==> config.mk <==
export PLATFORM = sky130hd
export DESIGN_NAME = adc_conversion_controller
export DESIGN_NICKNAME = d
export VERILOG_FILES = /design/src/design/adcc_pkg.sv /design/src/design/adcc_div.sv /design/src/design/adc_conversion_controller.sv
export VERILOG_INCLUDE_DIRS = /design/src /design/src/design
export SDC_FILE = /design/constraint.sdc
export NUM_CORES = 1
export LEC_CHECK = 0
export BUFFER_PORTS_ARGS = -buffer_cell sky130_fd_sc_hd__buf_2
export CAP_MARGIN = 20
export CORE_MARGIN = 2
export CORE_UTILIZATION = 56
export CTS_BUF_LIST = sky130_fd_sc_hd__clkbuf_4 sky130_fd_sc_hd__clkbuf_8
export CTS_CLUSTER_DIAMETER = 120
export DETAILED_ROUTE_END_ITERATION = 12
export GPL_TIMING_DRIVEN = 0
export PLACE_DENSITY = 0.77
export SYNTH_ARGS = -nofsm -noshare
export SYNTH_HDL_FRONTEND = slang
export SYNTH_SLANG_ARGS = --single-unit
==> constraint.sdc <==
create_clock -name clk -period 8.95 [get_ports clk]
set_input_delay 0.4475 -clock clk [delete_from_list [all_inputs] [get_ports clk]]
set_output_delay 0.4475 -clock clk [all_outputs]
set_load 0.05 [all_outputs]
==> src/design/assert_macros.svh <==
// assertion macros used by the conversion controller
`ifndef ASSERT_MACROS_SVH
`define ASSERT_MACROS_SVH

// same-cycle implication, checked outside reset
`define CHK_IMP(lbl, ante, cons, msg) \
  lbl: assert property (@(posedge clk) disable iff (rst) (ante) |-> (cons)) \
    else $error(msg);

// next-cycle implication, checked outside reset
`define CHK_NXT(lbl, ante, cons, msg) \
  lbl: assert property (@(posedge clk) disable iff (rst) (ante) |=> (cons)) \
    else $error(msg);

`endif

==> src/design/adcc_pkg.sv <==
// types, codes, tables and helper functions of the a/d conversion controller
package adcc_pkg;

  typedef logic [1:0] phase_t;

  localparam phase_t PH_IDLE = 2'd0;
  localparam phase_t PH_ACQ  = 2'd1;
  localparam phase_t PH_CONV = 2'd2;

  localparam int CFG_IDX_W = 2;
  localparam logic [CFG_IDX_W-1:0] REG_ADC_BITS = 2'd0;
  localparam logic [CFG_IDX_W-1:0] REG_TIMING   = 2'd1;
  localparam logic [CFG_IDX_W-1:0] REG_RC_TAD   = 2'd2;
  localparam logic [CFG_IDX_W-1:0] REG_CPI      = 2'd3;

  localparam logic OP_TICK  = 1'b0;
  localparam logic OP_WRITE = 1'b1;

  localparam int CTRL_EN_BIT    = 0;
  localparam int CTRL_GO_BIT    = 1;
  localparam int TIM_RJUST_BIT  = 7;
  localparam logic [7:0] CTRL_GO_CLEAR = 8'hfd;

  localparam logic [3:0] CHAN_FIELD_MASK = 4'hf;

  // width of tad times acquisition or conversion length, in oscillator clocks
  localparam int TIME_W = 13;
  // quotient bits of the shared divider; covers the largest scale of 2^15 - 1
  localparam int QUOT_W = 15;

  // tad in oscillator clocks per clock select; zero means the rc source
  localparam logic [7:0] TAD_CLOCKS [8] = '{8'd2, 8'd8, 8'd32, 8'd0,
                                            8'd4, 8'd16, 8'd64, 8'd0};
  // acquisition time in tad per acquisition select
  localparam logic [4:0] ACQ_TADS [8] = '{5'd0, 5'd2, 5'd4, 5'd6,
                                          5'd8, 5'd12, 5'd16, 5'd20};

  function automatic logic [15:0] format_result(input logic [15:0] r,
                                                input logic [3:0]  bits,
                                                input logic        rjust);
    logic [7:0] hb;
    logic [7:0] lb;
    if (bits > 4'd8) begin
      if (rjust) begin
        hb = {6'b0, r[9:8]};
        lb = r[7:0];
      end else begin
        hb = r[9:2];
        lb = {r[1:0], 6'b0};
      end
    end else begin
      hb = r[7:0];
      lb = 8'd0;
    end
    return {hb, lb};
  endfunction

endpackage

==> src/design/adcc_div.sv <==
// restoring divider, one quotient bit per cycle
module adcc_div #(
  parameter int NUM_W  = 33,
  parameter int DEN_W  = 17,
  parameter int QUOT_W = 15
) (
  input  logic              clk,
  input  logic              rst,
  input  logic              start,
  input  logic [NUM_W-1:0]  dividend,
  input  logic [DEN_W-1:0]  divisor,
  output logic              busy,
  output logic              done,
  output logic [QUOT_W-1:0] quotient
);

  localparam int CNT_W = $clog2(QUOT_W + 1);

  logic [NUM_W-1:0]  rem;
  logic [NUM_W-1:0]  dsh;
  logic [CNT_W-1:0]  cnt;
  logic              ge;

  assign ge = (rem >= dsh);

  always_ff @(posedge clk) begin
    if (rst) begin
      busy <= 1'b0;
      done <= 1'b0;
      cnt  <= '0;
    end else if (start) begin
      rem      <= dividend;
      dsh      <= NUM_W'(divisor) << (QUOT_W - 1);
      quotient <= '0;
      cnt      <= CNT_W'(QUOT_W);
      busy     <= 1'b1;
      done     <= 1'b0;
    end else if (busy) begin
      if (ge) begin
        rem <= rem - dsh;
      end
      quotient <= {quotient[QUOT_W-2:0], ge};
      dsh      <= dsh >> 1;
      cnt      <= cnt - CNT_W'(1);
      if (cnt == CNT_W'(1)) begin
        busy <= 1'b0;
        done <= 1'b1;
      end
    end else begin
      done <= 1'b0;
    end
  end

endmodule

==> src/design/adc_conversion_controller.sv <==
// A/D conversion controller: takes one request at a time, either an instruction-cycle tick or a
// write of the control register, and returns one result per request with the control readback,
// result bytes, channel, done and busy. Most requests go from acceptance through the push state to
// the output register. A write that starts an acquisition with a nonzero acquisition time, a tick
// that ends an acquisition, and a tick that ends a conversion with the sample strictly between
// separated references run the shared restoring divider, one quotient bit per cycle, for the next
// countdown or for the rounded ratiometric result, then go through the push state. A new request
// is accepted as soon as the result has moved into the output register, even while it waits there.
`include "assert_macros.svh"

module adc_conversion_controller #(
  parameter int VOLT_BITS = 16
) (
  input  logic        clk,
  input  logic        rst,
  input  logic        in_valid,
  output logic        in_ready,
  input  logic        operation,
  input  logic [7:0]  write_value,
  input  logic [15:0] sample_voltage,
  input  logic [15:0] vref_high,
  input  logic [15:0] vref_low,
  output logic        out_valid,
  input  logic        out_ready,
  output logic [7:0]  control_readback,
  output logic [7:0]  result_high,
  output logic [7:0]  result_low,
  output logic [3:0]  selected_channel,
  output logic        done_pulse,
  output logic        busy_res,
  input  logic        cfg_valid,
  output logic        cfg_ready,
  input  logic [adcc_pkg::CFG_IDX_W-1:0] cfg_index,
  input  logic [7:0]  cfg_data
);

  import adcc_pkg::*;

  localparam int HW    = (VOLT_BITS < 16) ? VOLT_BITS : 16;
  localparam int NUM_W = HW + 17;
  localparam int DEN_W = HW + 1;

  localparam logic [1:0] S_IDLE = 2'd0;
  localparam logic [1:0] S_DIV  = 2'd1;
  localparam logic [1:0] S_PUSH = 2'd2;

  // configuration
  logic [3:0] adc_bits;
  logic [7:0] timing_control;
  logic [7:0] rc_tad_clocks;
  logic [2:0] clocks_per_instruction;

  // converter state
  logic [7:0]    control_value;
  phase_t        phase;
  logic [15:0]   countdown;
  logic [7:0]    tad_latched;
  logic [HW-1:0] held_sample;
  logic [HW-1:0] held_ref_high;
  logic [HW-1:0] held_ref_low;
  logic [15:0]   result_register;
  logic          done_flag;
  logic          div_ratio;
  logic [1:0]    st;

  // request decode
  logic             in_fire;
  logic             push;
  logic             is_write;
  logic             start;
  logic             busy_now;
  logic [2:0]       cpi_eff;
  logic [7:0]       rc_eff;
  logic [7:0]       tad_sel;
  logic [7:0]       tad_new;
  logic [4:0]       acq;
  logic [TIME_W-1:0] acq_clocks;
  logic [TIME_W-1:0] conv_clocks;
  logic [15:0]      cd_dec;
  logic [15:0]      scale;
  logic [HW-1:0]    sep;
  logic [HW-1:0]    diff;
  logic             no_span;
  logic             at_top;
  logic [NUM_W-1:0] ratio_num;

  // divider
  logic              div_start;
  logic [NUM_W-1:0]  div_n;
  logic [DEN_W-1:0]  div_d;
  logic              div_busy;
  logic              div_done;
  logic [QUOT_W-1:0] div_q;

  assign in_ready  = (st == S_IDLE);
  assign cfg_ready = 1'b1;
  assign in_fire   = in_valid && in_ready;
  assign push      = (st == S_PUSH) && (!out_valid || out_ready);

  always_ff @(posedge clk) begin
    if (rst) begin
      adc_bits               <= 4'd10;
      timing_control         <= 8'd0;
      rc_tad_clocks          <= 8'd6;
      clocks_per_instruction <= 3'd4;
    end else if (cfg_valid && cfg_ready) begin
      unique case (cfg_index)
        REG_ADC_BITS: adc_bits               <= cfg_data[3:0];
        REG_TIMING:   timing_control         <= cfg_data;
        REG_RC_TAD:   rc_tad_clocks          <= cfg_data;
        REG_CPI:      clocks_per_instruction <= cfg_data[2:0];
      endcase
    end
  end

  always_comb begin
    is_write = (operation == OP_WRITE);
    start    = is_write && write_value[CTRL_EN_BIT] && write_value[CTRL_GO_BIT]
               && !control_value[CTRL_GO_BIT];
    busy_now = (phase == PH_ACQ) || (phase == PH_CONV);
    cpi_eff  = (clocks_per_instruction == 3'd0) ? 3'd1 : clocks_per_instruction;
    rc_eff   = (rc_tad_clocks < 8'd2) ? 8'd2 : rc_tad_clocks;
    tad_sel  = TAD_CLOCKS[timing_control[2:0]];
    tad_new  = (tad_sel == 8'd0) ? rc_eff : tad_sel;
    acq      = ACQ_TADS[timing_control[5:3]];
    acq_clocks  = TIME_W'(acq) * TIME_W'(tad_new);
    conv_clocks = TIME_W'({1'b0, adc_bits} + 5'd1) * TIME_W'(tad_latched);
    cd_dec   = countdown - 16'd1;
    // ratio terms from the held voltages
    scale    = (16'd1 << adc_bits) - 16'd1;
    sep      = held_ref_high - held_ref_low;
    diff     = held_sample - held_ref_low;
    no_span  = (held_ref_high <= held_ref_low) || (held_sample <= held_ref_low);
    at_top   = (held_sample >= held_ref_high);
    // 2*scale*diff + sep, with scale = 2^bits - 1
    ratio_num = (NUM_W'(diff) << ({1'b0, adc_bits} + 5'd1)) - (NUM_W'(diff) << 1)
                + NUM_W'(sep);
  end

  always_comb begin
    div_start = 1'b0;
    div_n     = NUM_W'(acq_clocks);
    div_d     = DEN_W'(cpi_eff);
    if (in_fire) begin
      if (is_write) begin
        div_start = start && (acq != 5'd0);
      end else if (busy_now && (cd_dec == 16'd0)) begin
        if (phase == PH_ACQ) begin
          div_start = 1'b1;
          div_n     = NUM_W'(conv_clocks);
        end else if (!(no_span || at_top)) begin
          div_start = 1'b1;
          div_n     = ratio_num;
          div_d     = {sep, 1'b0};
        end
      end
    end
  end

  adcc_div #(
    .NUM_W  (NUM_W),
    .DEN_W  (DEN_W),
    .QUOT_W (QUOT_W)
  ) u_div (
    .clk      (clk),
    .rst      (rst),
    .start    (div_start),
    .dividend (div_n),
    .divisor  (div_d),
    .busy     (div_busy),
    .done     (div_done),
    .quotient (div_q)
  );

  always_ff @(posedge clk) begin
    if (rst) begin
      st              <= S_IDLE;
      control_value   <= 8'd0;
      phase           <= PH_IDLE;
      countdown       <= 16'd0;
      tad_latched     <= 8'd0;
      held_sample     <= '0;
      held_ref_high   <= '0;
      held_ref_low    <= '0;
      result_register <= 16'd0;
      done_flag       <= 1'b0;
      div_ratio       <= 1'b0;
    end else begin
      unique case (st)
        S_IDLE: begin
          if (in_fire) begin
            done_flag <= 1'b0;
            st        <= div_start ? S_DIV : S_PUSH;
            div_ratio <= 1'b0;
            if (is_write) begin
              control_value <= write_value;
              if (write_value[CTRL_EN_BIT]) begin
                if (start) begin
                  tad_latched <= tad_new;
                  phase       <= PH_ACQ;
                  if (acq == 5'd0) begin
                    countdown <= 16'd1;
                  end
                end
              end else begin
                phase     <= PH_IDLE;
                countdown <= 16'd0;
              end
            end else if (busy_now) begin
              countdown <= cd_dec;
              if (cd_dec == 16'd0) begin
                if (phase == PH_ACQ) begin
                  held_sample   <= sample_voltage[HW-1:0];
                  held_ref_high <= vref_high[HW-1:0];
                  held_ref_low  <= vref_low[HW-1:0];
                  phase         <= PH_CONV;
                end else if (no_span || at_top) begin
                  result_register <= format_result(no_span ? 16'd0 : scale, adc_bits,
                                                   timing_control[TIM_RJUST_BIT]);
                  control_value   <= control_value & CTRL_GO_CLEAR;
                  done_flag       <= 1'b1;
                  phase           <= PH_IDLE;
                end else begin
                  div_ratio <= 1'b1;
                end
              end
            end
          end
        end
        S_DIV: begin
          if (div_done) begin
            st <= S_PUSH;
            if (div_ratio) begin
              result_register <= format_result(16'(div_q), adc_bits,
                                               timing_control[TIM_RJUST_BIT]);
              control_value   <= control_value & CTRL_GO_CLEAR;
              done_flag       <= 1'b1;
              phase           <= PH_IDLE;
            end else begin
              // a delay that divides to nothing still lasts one tick
              countdown <= (div_q == '0) ? 16'd1 : 16'(div_q);
            end
          end
        end
        S_PUSH: begin
          if (push) begin
            st <= S_IDLE;
          end
        end
        default: st <= S_IDLE;
      endcase
    end
  end

  // output register, refilled only once the previous result has gone
  always_ff @(posedge clk) begin
    if (rst) begin
      out_valid <= 1'b0;
    end else if (push) begin
      out_valid <= 1'b1;
    end else if (out_ready) begin
      out_valid <= 1'b0;
    end
  end

  always_ff @(posedge clk) begin
    if (push) begin
      control_readback <= control_value;
      result_high      <= result_register[15:8];
      result_low       <= result_register[7:0];
      selected_channel <= control_value[5:2] & CHAN_FIELD_MASK;
      done_pulse       <= done_flag;
      busy_res         <= (phase == PH_ACQ) || (phase == PH_CONV);
    end
  end

  `CHK_IMP(a_busy_has_count, st == S_IDLE && phase != PH_IDLE, countdown != 16'd0, "empty count")
  `CHK_IMP(a_div_running, st == S_DIV, div_busy || div_done, "waiting on idle divider")
  `CHK_IMP(a_done_not_busy, out_valid && done_pulse, !busy_res, "done reported while busy")
  `CHK_NXT(a_push_shows, push, out_valid && st == S_IDLE, "result not presented after push")

endmodule
## Yosys cells after proc, flatten, opt, wreduce, memory -nomap -nowiden

Memory sizes are Yosys's and may differ from the RTL's.
Index checks and enable logic that the tools add are counted.

| word-level totals | value |
|---|---|
| latch bits | 0 |
| word-level logic and storage cells | 228 |
| input port bits | 72 |
| bits in read-only memories | 104 |
| bits in writable memories | 0 |
| output and inout bits | 33 |
| register bits | 242 |
| memories | 2 |

Memories:

| name | depth | width | rd ports | clocked after memory_dff | write ports | line | source |
|---|---|---|---|---|---|---|---|
| (no name shown) | 8 | 8 | 1 | 0 | 0 | adc_conversion_controller.sv:123 | `tad_sel = TAD_CLOCKS[timing_control[2:0]];` |
| (no name shown) | 8 | 5 | 1 | 0 | 0 | adc_conversion_controller.sv:125 | `acq = ACQ_TADS[timing_control[5:3]];` |

| cells by class | value |
|---|---|
| multiplexer cells | 101 |
| add/subtract/negate cells | 10 |
| magnitude comparators | 8 |
| reductions and logical operators | 42 |
| divide/modulo/power cells | 0 |
| $mul | 2 |
| equal/unequal tests | 25 |
| shift operators | 2 |
| bitwise operators | 6 |

Operator list:

| kind | count |
|---|---|
| 2-to-1 mux 33 bit | 8 |
| 2-to-1 mux 16 bit | 16 |
| 2-to-1 mux 8 bit | 14 |
| 2-to-1 mux 17 bit | 5 |
| one-hot mux 16 bit (2 select lines) | 2 |
| 2-to-1 mux 2 bit | 20 |
| adder 33 x 16 -> 33 bit | 1 |
| >= comparator 33 x 32 -> 1 bit | 1 |
| << shifter 16 x 5 -> 33 bit | 1 |
| subtractor 33 x 17 -> 33 bit | 1 |
| subtractor 33 x 32 -> 33 bit | 1 |
| less-or-equal comparator 16 bit | 2 |
| 2-to-1 mux 32 bit | 1 |
| subtractor 16 bit | 2 |
| 2-to-1 mux 31 bit | 1 |
| 2-to-1 mux 15 bit | 2 |
| multiplier 5 x 8 -> 13 bit | 2 |
| 2-to-1 mux 1 bit | 22 |
| >= comparator 16 bit | 1 |
| logical NOT 16 bit | 1 |
| one-hot mux 8 bit (2 select lines) | 1 |
| AND reduction 8 bit | 2 |
| subtractor 16 x 1 -> 16 bit (second input constant) | 1 |
| logical NOT 15 bit | 1 |
| other kinds (42) | 87 |

## Depth between registers and ports, before layout

| depth | value |
|---|---|
| word-level depth | 13 |
| mapped depth | 30 |

## Hierarchy

From an unflattened synthesis, not the netlist that was laid out.

| second synthesis, totals | value |
|---|---|
| cell total of the unflattened synthesis | 2493 |
| area total of the unflattened synthesis | 20123.0 um2 |

By module, submodules not included:

| module | sequential area each (um2) | cells each | area each (um2) | times used |
|---|---|---|---|---|
| adc_conversion_controller | 3283.1 | 1932 | 14823.0 | 1 |
| adcc_div | 2492.4 | 561 | 5300.1 | 1 |

## Least setup slack after synthesis

Ideal clock, no wire load.

| timing path | value |
|---|---|
| path type | reg-to-reg |
| from | register adc_bits[0] |
| to | register u_div.rem[31], data pin |
| data arrival time | 5989 ps |
| stages on the path, launching flop included | 30 |
| required time | 8679 ps |
| slack | 2690 ps |
| cell sequence | dfxtp_1 inv_1 clkbuf_1 buf_1 ha_1 clkbuf_1 inv_1 clkbuf_1 nand2_1 a311oi_1 nand2_1 o21ai_0 mux2i_1 o21ai_0 nand2_1 fa_1 inv_1 ha_1 a21oi_1 o21ai_0 o21ai_0 a31oi_1 a221oi_2 nor3_1 or4_1 a21oi_1 nand2_1 a31oi_1 xor2_1 o22ai_1 |

| on the way | value |
|---|---|
| longest elaborated chain between the ends | 10 |

RTL lines:

| item | line | source |
|---|---|---|
| start, declared | adc_conversion_controller.sv:48 | `logic [3:0] adc_bits;` |
| start signal, assigned | adc_conversion_controller.sv:108 | `REG_ADC_BITS: adc_bits <= cfg_data[3:0];` |
| adder 4 x 1 -> 5 bit | adc_conversion_controller.sv:136 | `ratio_num = (NUM_W'(diff) << ({1'b0, adc_bits} + 5'd1)) - (NUM_W'(diff) << 1)` |
| << shifter 16 x 5 -> 33 bit | adc_conversion_controller.sv:136 |  |
| subtractor 33 x 17 -> 33 bit | adc_conversion_controller.sv:136 |  |
| adder 33 x 16 -> 33 bit | adc_conversion_controller.sv:137 | `+ NUM_W'(sep);` |
| 2-to-1 mux 33 bit | adc_conversion_controller.sv:151 | `end else if (!(no_span \|\| at_top)) begin` |
| 2-to-1 mux 33 bit | adc_conversion_controller.sv:148 | `if (phase == PH_ACQ) begin` |
| 2-to-1 mux 33 bit | adc_conversion_controller.sv:147 | `end else if (busy_now && (cd_dec == 16'd0)) begin` |
| 2-to-1 mux 33 bit | adc_conversion_controller.sv:145 | `if (is_write) begin` |
| 2-to-1 mux 33 bit | adc_conversion_controller.sv:144 | `if (in_fire) begin` |
| 2-to-1 mux 33 bit | adcc_div.sv:31 | `end else if (start) begin` |
| end signal, assigned | adcc_div.sv:32 | `rem <= dividend;` |
| end signal, assigned | adcc_div.sv:40 | `rem <= rem - dsh;` |
| end, declared | adcc_div.sv:19 | `logic [NUM_W-1:0] rem;` |

Every way passes these cells.
A chain may end at the register's enable or synchronous reset.

## Worst setup path after layout

Ends and elaborated chain as after synthesis.

==> run_results.csv <==
group,metric,value,unit
outcome,status,"finished clean",
power,ir_drop,116.4,uV
grt,gr-usage-met3,5.708,%
synthesis,synth_edf_count,105,
setup_path,startpoint,"adc_bits[0]",
floorplanning,die_x,187.9,um
setup_path,slowest_delay,0.56,ns
grt,grtUsageMet1,41.38,%
power,p_leak,8.979,nW
clock_tree,cts_made_buffers,41,
setup_path,arrival,8.49,ns
flow_run,max-cap-violations,0,
final_layout,antenna-diode-count,0,
final_layout,fin_nets,2730,
clock_tree,clock_latency,0.63,ns
setup_path,end_kind,"flop",
sta,rsz0062_at_grt,"false",
drt,drcViolationCount,0,
sta,setup_viol_count_final,0,
grt,grt_pass1_vias,16900,
final_layout,fill_cells,2906,
clock_tree,cts-hold-fix-buffers,0,
setup_path,crit_path_max_fanout,11,
grt,track_usage,31.94,%
drt,route.vias.total,17700,
sta,slew_headroom,26.84,%
sta,hold_viol_final,0,
sta,slew_viol_final,0,
setup_path,worstReg2RegStart,"adc_bits[0]",
synthesis,async_flop_share,0,%
grt,grt_pass1_wl,89540,um
setup_path,crit_path_start_kind,"flop",
grt,use_met2,53.25,%
drt,wl_per_cell,19.48,um
clock_tree,cts_root_buffer,"clkbuf_8",
floorplanning,dieArea,35310,um^2
final_layout,drive_above_1_share,9.705,%
hold_path,min_from,"vref_high[15]",
sta,fin_crit_sh,91.20,%
placement,hpwl,44850,um
drt,viasPerCell,6.061,
final_layout,area_growth,10.74,%
floorplanning,io_pins,105,
synthesis,synthTopCellsByArea,"edfxtp_1, dfxtp_1, ha_1",
grt,grt-ovfl-total,0,
synthesis,synth_seq_cells,236,
drt,drtIter0Drc,1724,
placement,port_buffers,102,
synthesis,synthesis.nets,2581,
hold_path,hold_class,"in -> reg",
synthesis,ys_warn_count,0,
setup_path,critical_path_class,"reg -> reg",
grt,grt_max_degree,32,
floorplanning,rows,67,
clock_tree,cts.reportedPaths.clkPinSlew,0.07,ns
synthesis,syn_avg_cell_area,8.264,um^2
power,power_density,127.3,nW/um^2
drt,totalWireLength,56900,um
synthesis,synthFlopType,"dfxtp_1",
grt,grt_busiest_layer,"met2",
setup_path,slowest_stage,"fa_1",
sta,tightestPinTransition,1.095,ns
sta,timing.hold.ws,0.05368,ns
synthesis,synth.most_common_cell,"nand2_1",
synthesis,synth_largest_area_cell,"edfxtp_1",
placement,place.gp.congestion,0.9906,
sta,min_period,8.163,ns
grt,antenna_found_initial,0,
setup_path,required,9.28,ns
synthesis,synthCells,2292,
sta,fmax,122.5,MHz
drt,ant_nets,0,
floorplanning,core,33450,um^2
sta,fin_setup_tns,0,ns
synthesis,synth_top_area_share,16.65,%
floorplanning,initial_core_util,56.63,%
clock_tree,htreeDepth,2,
clock_tree,postCtsSetupBuffers,0,
clock_tree,cts.sinks,236,
synthesis,ys_types,86,
synthesis,synth_common_cells,"nand2_1, a21oi_1, inv_1",
floorplanning,die_h,187.9,um
sta,fin_skew,0.04399,ns
clock_tree,cts_tree,"built",
synthesis,yosysSeqAreaShare,30.49,%
synthesis,syn_area,18940,um^2
drt,dr.pass1.iters,6,
clock_tree,cts_max_path_buffers,3,
-- registers in the layout (all words and copies together), names as in the netlist, 2 cells and up --
register / flops
u_div.rem: 33
u_div.dsh: 31
countdown: 16
held_ref_high: 16
held_ref_low: 16
held_sample: 16
result_register: 16
u_div.quotient: 15
control_readback: 8
control_value: 8
rc_tad_clocks: 8
result_high: 8
result_low: 8
tad_latched: 8
timing_control: 7
adc_bits: 4
u_div.cnt: 4
clocks_per_instruction: 3
phase: 2
st: 2
-- through the flow --
step	util (%)	instances	area [um^2]	setup WS (ns)	power, W
2_1_floorplan	-	2292	18940	2.690	0.001496
3_3_place_gp	59.83	2842	20010	0.8809	0.001610
3_5_place_dp	60.05	2845	20080	0.7695	0.001619
4_1_cts	62.68	2920	20970	0.7536	0.002669
5_1_grt	62.71	2921	20980	0.2852	0.002762
6_report	62.71	2921	20980	0.7874	0.002669
-- kinds of logic after synthesis --
family / after synthesis / synth area share, %
flops: 236 / 30.49
other cells: 1 / 0.01980
compound gates: 601 / 19.90
simple gates: 782 / 19.44
mux: 48 / 2.596
buf+inv: 297 / 6.104
xor+xnor: 110 / 5.166
fa+ha+maj: 217 / 16.28
-- per-layer routing --
layer	wire (um)	share of wire [%]
met5	0	0
met4	2179	3.8
met3	4726	8.3
met2	26240	46
met1	23760	42
-- path summary, 6_finish.rpt --
check,to,slack [ns],cells after the start
worst min register to register,result_high[2],0.43,0
worst max-delay path,u_div.rem[31],0.79,29
worst max register to register,u_div.rem[31],0.79,29
worst min-delay path,held_ref_high[15],0.05,3
-- area by class of cell --
class	count	area, um^2	share of cell area (%)
well taps	448	560.5	2.672
repair buffers	106	568.0	2.708
multi-input cells	1759	12030	57.36
clock buffers	60	744.5	3.549
clock inverters	15	137.6	0.6562
flip-flops and latches	236	5776	27.54
inverters	185	694.4	3.311
plain buffers	112	462.9	2.207
-- cells in the final DEF, fill, tap and decap left out, types with 7 or more instances in the layout --
cell / instances
nor3_1: 43
or3_1: 9
a211oi_1: 13
nor2b_1: 35
mux2i_1: 39
o31ai_1: 12
nor2_1: 166
clkbuf_1: 89
o22ai_1: 49
xor2_1: 45
o211ai_1: 14
a21oi_1: 221
buf_2: 113
inv_1: 185
and2_1: 16
edfxtp_1: 105
clkinv_2: 10
or2_2: 12
nand3b_1: 11
a22oi_1: 17
o21bai_1: 17
clkbuf_4: 14
clkbuf_8: 47
nand4_1: 25
o21ai_0: 98
nand3_1: 40
dfxtp_1: 131
a31oi_1: 11
and3_1: 32
fa_1: 49
ha_1: 168
a22o_1: 7
mux2_2: 8
xnor2_1: 63
nand2b_1: 42
nor3b_1: 12
o21a_1: 15
a21o_1: 53
nor4_1: 13
nand2_1: 305
-- worst max-delay path: cells and delay by family, from the launching register on --
| family | cells | cell delay (ns) |
|---|---|---|
| compound gates | 11 | 2.77 |
| xor+xnor | 1 | 0.29 |
| fa+ha+maj | 3 | 1.28 |
| buf+inv | 7 | 1.90 |
| flops | 1 | 0.39 |
| mux | 1 | 0.15 |
| simple gates | 6 | 1.08 |
-- power by group --
part	switching, W	total [W]	internal, W	leakage [nW]
logic	0.000283	0.000447	0.000164	6.49
registers	0.0000165	0.00116	0.00114	2.02
clock network	0.000487	0.00106	0.000575	0.477
total	0.000787	0.00267	0.00188	8.98
-- repair_timing --
action | 4_1_cts | 5_1_grt
resized for setup | 0 | 2
endpoints found under the hold margin | 0 | 0
setup endpoints to repair | 0 | 1
No activity file was read; power rests on OpenSTA's default activity.
